$ cat src/hw/rtl/tsnb_pkg.sv
// Shared types, register codes, calendar constants and helper functions
// for the trading session boundary block. No dependencies.
`timescale 1ns / 1ps

package tsnb_pkg;

	// Field widths
	localparam int WINDOW_W  = 22;
	localparam int MINUTE_W  = 11;
	localparam int COUNT_W   = 3;
	localparam int SECONDS_W = 32;
	localparam int DAY_W     = 3;
	localparam int SESSION_W = 2;
	localparam int REG_IDX_W = 3;
	localparam int MIN_OFF_W = 17;
	localparam int DAY_OFF_W = 18;

	// Time constants
	localparam int unsigned MINUTE_SECONDS = 60;
	localparam int unsigned DAY_SECONDS    = 86400;

	// Register indexes
	localparam logic [REG_IDX_W-1:0] REG_SESSION_COUNT    = 3'd0;
	localparam logic [REG_IDX_W-1:0] REG_SESSION_WINDOW_0 = 3'd1;

	// Register reset values
	localparam logic [COUNT_W-1:0]  SESSION_COUNT_RESET = 3'd1;
	localparam logic [WINDOW_W-1:0] WINDOW_RESET        = '0;

	// Weekday codes
	localparam logic [DAY_W-1:0] DAY_SUNDAY   = 3'd0;
	localparam logic [DAY_W-1:0] DAY_MONDAY   = 3'd1;
	localparam logic [DAY_W-1:0] DAY_FRIDAY   = 3'd5;
	localparam logic [DAY_W-1:0] DAY_SATURDAY = 3'd6;

	// Boundary kinds
	localparam logic KIND_OPEN  = 1'b0;
	localparam logic KIND_CLOSE = 1'b1;

	typedef struct packed {
		logic                 kind;
		logic [SECONDS_W-1:0] seconds;
		logic [SESSION_W-1:0] number;
	} result_t;

	function automatic logic is_weekday(input logic [DAY_W-1:0] day);
		return day inside {[DAY_MONDAY:DAY_FRIDAY]};
	endfunction

	// Seconds from today's midnight to the next weekday's midnight
	function automatic logic [DAY_OFF_W-1:0] next_weekday_offset(input logic [DAY_W-1:0] day);
		logic [DAY_OFF_W-1:0] off;
		case (day)
			DAY_FRIDAY:   off = DAY_OFF_W'(3 * DAY_SECONDS);
			DAY_SATURDAY: off = DAY_OFF_W'(2 * DAY_SECONDS);
			default:      off = DAY_OFF_W'(DAY_SECONDS);
		endcase
		return off;
	endfunction

	function automatic logic [MIN_OFF_W-1:0] minute_offset(input logic [MINUTE_W-1:0] minute);
		return MIN_OFF_W'(minute) * MIN_OFF_W'(MINUTE_SECONDS);
	endfunction

	function automatic logic [MINUTE_W-1:0] start_minute(input logic [WINDOW_W-1:0] w);
		return w[WINDOW_W-1:MINUTE_W];
	endfunction

	function automatic logic [MINUTE_W-1:0] stop_minute(input logic [WINDOW_W-1:0] w);
		return w[MINUTE_W-1:0];
	endfunction

endpackage

$ cat src/hw/rtl/trading_session_next_boundary.sv
// Top level of the trading session boundary block: input register, search
// logic and result register. Depends on tsnb_pkg, tsnb_cfg and tsnb_eval.
`timescale 1ns / 1ps

// Takes one item per clock cycle and returns one result per item, in order,
// via the input register and then the result register. The whole search
// (per-session open and close sums, compares against now, and the in-order
// pick) is one combinational pass between those two registers, so the rate
// is one item every cycle unless the output stalls. A stalled output holds
// its result while a new item still enters the input register; in_ready
// drops only when both registers are full and out_ready is low. The user must
// write configuration registers through cfg_write, cfg_index and cfg_data
// only while no item is in flight; the block itself does not enforce this.
module trading_session_next_boundary
	import tsnb_pkg::*;
#(
	parameter int MAX_SESSIONS = 4
) (
	input  logic                 clk,
	input  logic                 arst_n,
	input  logic                 cfg_write,
	input  logic [REG_IDX_W-1:0] cfg_index,
	input  logic [WINDOW_W-1:0]  cfg_data,
	input  logic                 in_valid,
	output logic                 in_ready,
	input  logic [SECONDS_W-1:0] now_seconds,
	input  logic [SECONDS_W-1:0] midnight_seconds,
	input  logic [DAY_W-1:0]     weekday,
	output logic                 out_valid,
	input  logic                 out_ready,
	output logic                 boundary_kind,
	output logic [SECONDS_W-1:0] boundary_seconds,
	output logic [SESSION_W-1:0] session_number
);

	logic [COUNT_W-1:0]   session_count;
	logic [WINDOW_W-1:0]  session_window [MAX_SESSIONS];

	logic                 valid_s1;
	logic [SECONDS_W-1:0] now_s1;
	logic [SECONDS_W-1:0] mid_s1;
	logic [DAY_W-1:0]     day_s1;
	logic                 valid_s2;
	result_t              result_s2;
	result_t              result;
	logic                 load_s2;

	tsnb_cfg #(
		.MAX_SESSIONS(MAX_SESSIONS)
	) u_cfg (
		.clk           (clk),
		.arst_n        (arst_n),
		.cfg_write     (cfg_write),
		.cfg_index     (cfg_index),
		.cfg_data      (cfg_data),
		.session_count (session_count),
		.session_window(session_window)
	);

	// Advance when the result register is free or being emptied
	assign load_s2  = valid_s1 && (!valid_s2 || out_ready);
	assign in_ready = !valid_s1 || load_s2;

	// Input register
	always_ff @(posedge clk or negedge arst_n) begin
		if (!arst_n) begin
			valid_s1 <= 1'b0;
		end else if (in_ready) begin
			valid_s1 <= in_valid;
		end
	end

	always_ff @(posedge clk) begin
		if (in_valid && in_ready) begin
			now_s1 <= now_seconds;
			mid_s1 <= midnight_seconds;
			day_s1 <= weekday;
		end
	end

	tsnb_eval #(
		.MAX_SESSIONS(MAX_SESSIONS)
	) u_eval (
		.now_seconds     (now_s1),
		.midnight_seconds(mid_s1),
		.weekday         (day_s1),
		.session_count   (session_count),
		.session_window  (session_window),
		.result          (result)
	);

	// Result register
	always_ff @(posedge clk or negedge arst_n) begin
		if (!arst_n) begin
			valid_s2 <= 1'b0;
		end else if (load_s2) begin
			valid_s2 <= 1'b1;
		end else if (out_ready) begin
			valid_s2 <= 1'b0;
		end
	end

	always_ff @(posedge clk) begin
		if (load_s2) begin
			result_s2 <= result;
		end
	end

	assign out_valid        = valid_s2;
	assign boundary_kind    = result_s2.kind;
	assign boundary_seconds = result_s2.seconds;
	assign session_number   = result_s2.number;

	// An accepted item always lands in the input register
	a_accept_fills_s1: assert property (@(posedge clk) disable iff (!arst_n)
		in_valid && in_ready |=> valid_s1)
		else $error("accepted item did not reach the input register");

	// Backpressure only when both registers are full and the output stalls
	a_ready_only_when_full: assert property (@(posedge clk) disable iff (!arst_n)
		!in_ready |-> valid_s1 && valid_s2 && !out_ready)
		else $error("input stalled while the pipeline had room");

	// A stalled input item moves to the result register once the output drains
	a_drain_moves_s1: assert property (@(posedge clk) disable iff (!arst_n)
		valid_s1 && valid_s2 && out_ready |=> valid_s2)
		else $error("result register emptied while an item was waiting");

endmodule

$ cat src/hw/rtl/tsnb_cfg.sv
// Configuration registers: session count and the daily session windows.
// Depends on tsnb_pkg.
`timescale 1ns / 1ps

module tsnb_cfg
	import tsnb_pkg::*;
#(
	parameter int MAX_SESSIONS = 4
) (
	input  logic                 clk,
	input  logic                 arst_n,
	input  logic                 cfg_write,
	input  logic [REG_IDX_W-1:0] cfg_index,
	input  logic [WINDOW_W-1:0]  cfg_data,
	output logic [COUNT_W-1:0]   session_count,
	output logic [WINDOW_W-1:0]  session_window [MAX_SESSIONS]
);

	logic [COUNT_W-1:0]  session_count_q;
	logic [WINDOW_W-1:0] window_q [MAX_SESSIONS];

	// Store the session count
	always_ff @(posedge clk or negedge arst_n) begin
		if (!arst_n) begin
			session_count_q <= SESSION_COUNT_RESET;
		end else if (cfg_write && cfg_index == REG_SESSION_COUNT) begin
			session_count_q <= cfg_data[COUNT_W-1:0];
		end
	end

	// Store one window per session; writes past the table are dropped
	for (genvar k = 0; k < MAX_SESSIONS; k++) begin : g_window
		always_ff @(posedge clk or negedge arst_n) begin
			if (!arst_n) begin
				window_q[k] <= WINDOW_RESET;
			end else if (cfg_write && cfg_index == REG_SESSION_WINDOW_0 + REG_IDX_W'(k)) begin
				window_q[k] <= cfg_data;
			end
		end
		assign session_window[k] = window_q[k];
	end

	assign session_count = session_count_q;

endmodule

$ cat src/hw/rtl/tsnb_eval.sv
// Single-pass search for the next session boundary of one item.
// Depends on tsnb_pkg.
`timescale 1ns / 1ps

module tsnb_eval
	import tsnb_pkg::*;
#(
	parameter int MAX_SESSIONS = 4
) (
	input  logic [SECONDS_W-1:0] now_seconds,
	input  logic [SECONDS_W-1:0] midnight_seconds,
	input  logic [DAY_W-1:0]     weekday,
	input  logic [COUNT_W-1:0]   session_count,
	input  logic [WINDOW_W-1:0]  session_window [MAX_SESSIONS],
	output result_t              result
);

	logic [COUNT_W-1:0]   count_eff;
	logic [SECONDS_W-1:0] open_at  [MAX_SESSIONS];
	logic [SECONDS_W-1:0] close_at [MAX_SESSIONS];
	logic                 open_hit [MAX_SESSIONS];
	logic                 close_hit[MAX_SESSIONS];
	logic [SECONDS_W-1:0] fallback_at;

	// Clamp the session count to the table size
	assign count_eff = (session_count > COUNT_W'(MAX_SESSIONS)) ? COUNT_W'(MAX_SESSIONS)
	                                                             : session_count;

	// Compare every session against now in parallel
	always_comb begin
		for (int i = 0; i < MAX_SESSIONS; i++) begin
			open_at[i]   = midnight_seconds
			             + SECONDS_W'(minute_offset(start_minute(session_window[i])));
			close_at[i]  = midnight_seconds
			             + SECONDS_W'(minute_offset(stop_minute(session_window[i])));
			open_hit[i]  = (COUNT_W'(i) < count_eff) && (now_seconds < open_at[i]);
			close_hit[i] = (COUNT_W'(i) < count_eff) && (now_seconds < close_at[i]);
		end
	end

	// Open of session 0 on the next weekday
	assign fallback_at = midnight_seconds + SECONDS_W'(next_weekday_offset(weekday))
	                   + SECONDS_W'(minute_offset(start_minute(session_window[0])));

	// On a weekday pick the first session in index order with a boundary ahead; else use the fallback
	always_comb begin
		result.kind    = KIND_OPEN;
		result.seconds = fallback_at;
		result.number  = '0;
		if (is_weekday(weekday)) begin
			for (int i = MAX_SESSIONS - 1; i >= 0; i--) begin
				if (open_hit[i]) begin
					result.kind    = KIND_OPEN;
					result.seconds = open_at[i];
					result.number  = SESSION_W'(i);
				end else if (close_hit[i]) begin
					result.kind    = KIND_CLOSE;
					result.seconds = close_at[i];
					result.number  = SESSION_W'(i);
				end
			end
		end
	end

endmodule

$ cat config.mk
export PLATFORM = sky130hd
export DESIGN_NAME = trading_session_next_boundary
export DESIGN_NICKNAME = d
export VERILOG_FILES = /design/src/hw/rtl/tsnb_pkg.sv /design/src/hw/rtl/trading_session_next_boundary.sv /design/src/hw/rtl/tsnb_cfg.sv /design/src/hw/rtl/tsnb_eval.sv
export SDC_FILE = /design/constraint.sdc
export NUM_CORES = 1
export LEC_CHECK = 0
export BUFFER_PORTS_ARGS = -buffer_cell sky130_fd_sc_hd__buf_4
export CAP_MARGIN = 5
export CORE_ASPECT_RATIO = 2
export CORE_MARGIN = 10
export CORE_UTILIZATION = 55
export DETAILED_ROUTE_END_ITERATION = 8
export PLACE_DENSITY = 0.72
export SLEW_MARGIN = 10
export SYNTH_ARGS = -nofsm -noshare
export SYNTH_HDL_FRONTEND = slang
export SYNTH_SLANG_ARGS = --single-unit
$ cat constraint.sdc
create_clock -name clk -period 21.7 [get_ports clk]
set_input_delay 1.085 -clock clk [delete_from_list [all_inputs] [get_ports clk]]
set_output_delay 1.085 -clock clk [all_outputs]
set_load 0.1 [all_outputs]
==> metrics.md <==
| Metric | Value |
|---|---|
| Status | `complete, but fails checks` |
| Violated checks | `capacitance limit, slew limit` |
| Crit end category | `register` |
| Area leader, netlist | `ha_1` |
| Worst Path Arrival | `between 10 and 15 ns` |
| Register area share after synthesis | `between 10% and 20%` |
| Crit Path Class | `register to register` |
| CP max-delay cell | `a31o_2` |
| Via count | `roughly 30k` |
| Sequential Area | `between 0.005 and 0.006 sq mm` |
| Warnings from Yosys | `0` |
| Nets | `4463` |
| Average wire per standard cell | `between 30 and 40 um` |
| Resize count post-CTS | `0` |
| Count of cell types in the netlist | `87` |
| Worst r2r dst | `boundary_seconds[19]$_DFFE_PP_` |
| Final setup TNS | `0 ns` |
| Share of layout cells above drive strength 1 | `9.83%` |
| Final Hold Fails | `0` |
| HPWL Detailed | `around 110000 um` |
| First-pass GRT wire length | `around 210000 um` |
| Area grow syn2layout | `9.17%` |
| Slew Limit Headroom | `-12.9%` |
| FF-to-FF setup slack | `around 11 ns` |
| Post-synth top area share | `about a fifth` |
| Clock skew | `approximately 0.020 ns` |
| Hold_buf cts | `0` |
| Tcrit/Tclk final | `49.1%` |
| RePlAce Congestion | `roughly 1.2` |
| Grt total ovfl | `0` |
| CTS buffer count | `17` |
| Final wirelength | `approximately 150000 um` |
| Largest net degree at the start of global routing | `68` |
| FILL cells | `5147` |
| Endpoints failing setup | `0` |
| Worst slew pin tran | `1.68 ns` |
| Startpoint class of the critical path | `register` |
| # DRC | `0` |
| Final ANT Viol Nets | `0` |
| Total GRT Usage | `~44%` |
| Worst Path Max Fanout | `28` |
| Worst Path Required | `roughly 22 ns` |
| 1st-iter DRT viols | `between 2k and 3k` |
| Mapped Avg Cell Area | `a little under 9 sq um` |
| Worst skew pair latency | `approximately 0.55 ns` |
| Die width | `~190 um` |
| Synth top area cells | `ha_1, fa_1, edfxtp_1` |
| Fraction of registers with async set/reset | `between 40% and 50%` |
| Multi-input gate area | `0.0244 sq mm` |
| Post-synthesis cell area | `0.0310 sq mm` |
| Core box area | `0.0560 sq mm` |
| Clk sinks | `between 150 and 200` |
| CTS root buf | `clkbuf_16` |
| Worst path buffer plus inverter count | `1` |
| TritonRoute pass-1 iters | `6` |
| Vias in the first global route | `29.6k` |
| I/O Buffers | `around 130` |
| Maxcap violations | `1` |
| Mapped Cells | `3539` |
| RSZ-0062 raised after global routing | `false` |
| Slowest stage delay, CP | `~0.77 ns` |
| Fin. max-slew vios | `2` |
| Hold crit path type | `input pin to async pin` |
| CP startpoint | `u_cfg.session_window[46]$_DFFE_PN0P_` |
| Initial antenna violation count | `33` |
| Initial Util | `a little under three fifths` |
| Min cycle time layout | `10.65 ns` |
| Setup bufs post-CTS | `0` |
| Post-synth top flop | `edfxtp_1` |
| Longest Clk Path Bufs | `2` |
| Hold slack | `~0.44 ns` |
| Fmax | `around 94 MHz` |
| Worst R2R Path Depth | `32` |
| H-tree Lvls | `4` |
| # IOs | `approximately 130` |
| Post-Syn Nets | `~4.3k` |
| Delay-heaviest family, CP | `compound AO/OA/AOI/OAI gates` |
| Count leader, synth | `ha_1` |
| Rows | `about 120` |
| Clk slew on worst S/H paths | `0.10 ns` |
| Die height | `about 360 um` |
| Seq cells post-synth | `~200` |
| RR Startpoint | `u_cfg.session_window[46]$_DFFE_PN0P_` |
| DR vias/cell | `between 6 and 7` |
| DIE AREA | `roughly 0.067 sq mm` |
| Post-synth top cells | `ha_1, nand2_1, inv_1` |
| Number of synthesized flops with an enable pin | `102` |
| CTS tree | `yes` |
==> layout by cell type (no fill, tap or decap), drive strengths merged, types with 111 or more instances in the layout <==
| cell | n |
|---|---|
| o21ai | 231 |
| inv | 283 |
| xor2 | 111 |
| fa | 173 |
| nand2 | 291 |
| nor2 | 267 |
| a21oi | 248 |
| buf | 201 |
| ha | 525 |
| xnor2 | 197 |
==> flip-flops by register name, indices dropped and copies added, names as in the netlist <==
register              cells
mid_s1                   32
day_s1                    3
boundary_kind             1
boundary_seconds         32
now_s1                   32
u_cfg.session_count       3
session_number            2
valid_s1                  1
out_valid                 1
u_cfg.session_window     88
==> layout make-up <==
class                      count  area share, %
clock inverter                15          0.362
sequential                   195           15.9
timing repair buffer         201           4.48
multi-input combinational   2974           72.0
tap                          750           2.77
inverter                     279           3.09
clock buffer                  17           1.26
antenna                       21          0.155
==> routing by layer <==
layer,GRT usage [%],wire length [um],vias to the layer above
met2,70.0,67000,1890
met1,40.2,44700,14313
met4,47.4,20000,18
li1,-,-,13050
met3,19.0,13900,938
met5,0.665,155,-
==> metrics by stage <==
| stage | setup slack (ns) | cell area, sq um | utilization [%] | std cells |
|---|---|---|---|---|
| final | 11.05 | 33900 | 60.5 | 4452 |
| after detailed placement | 12.14 | 33100 | 59.1 | 4395 |
| after floorplan | 14.15 | 31000 | - | 3539 |
| after CTS | 12.10 | 33700 | 60.1 | 4427 |
| after global routing | 10.58 | 33800 | 60.4 | 4435 |
| after global placement | 12.29 | 33100 | 59.1 | 4395 |
==> worst max path at each step <==
stage	end	slack, ns	cells after the start
after floorplan	boundary_seconds[17]$_DFFE_PP_	14.15	35
after global placement	boundary_seconds[17]$_DFFE_PP_	12.29	33
after detailed placement	boundary_seconds[19]$_DFFE_PP_	12.14	32
after CTS	boundary_seconds[19]$_DFFE_PP_	12.10	32
after global routing	boundary_seconds[19]$_DFFE_PP_	10.58	32
final	boundary_seconds[19]$_DFFE_PP_	11.05	32
==> cell families (layout without fill, tap and decap cells) <==
| logic type | count (synthesis) | after routing | share of synthesized area [%] |
|---|---|---|---|
| simple gates | 936 | 936 | 14.0 |
| mux | 89 | 89 | 3.14 |
| other cells | 0 | 21 | 0 |
| compound gates | 943 | 943 | 19.8 |
| buf+inv | 370 | 512 | 4.57 |
| xor+xnor | 308 | 308 | 8.69 |
| flops | 195 | 195 | 17.4 |
| fa+ha+maj | 698 | 698 | 32.3 |
Power is left out: the tool's default activity adds up to more than one toggle a clock period on the data nets, which glitch-free logic cannot reach.
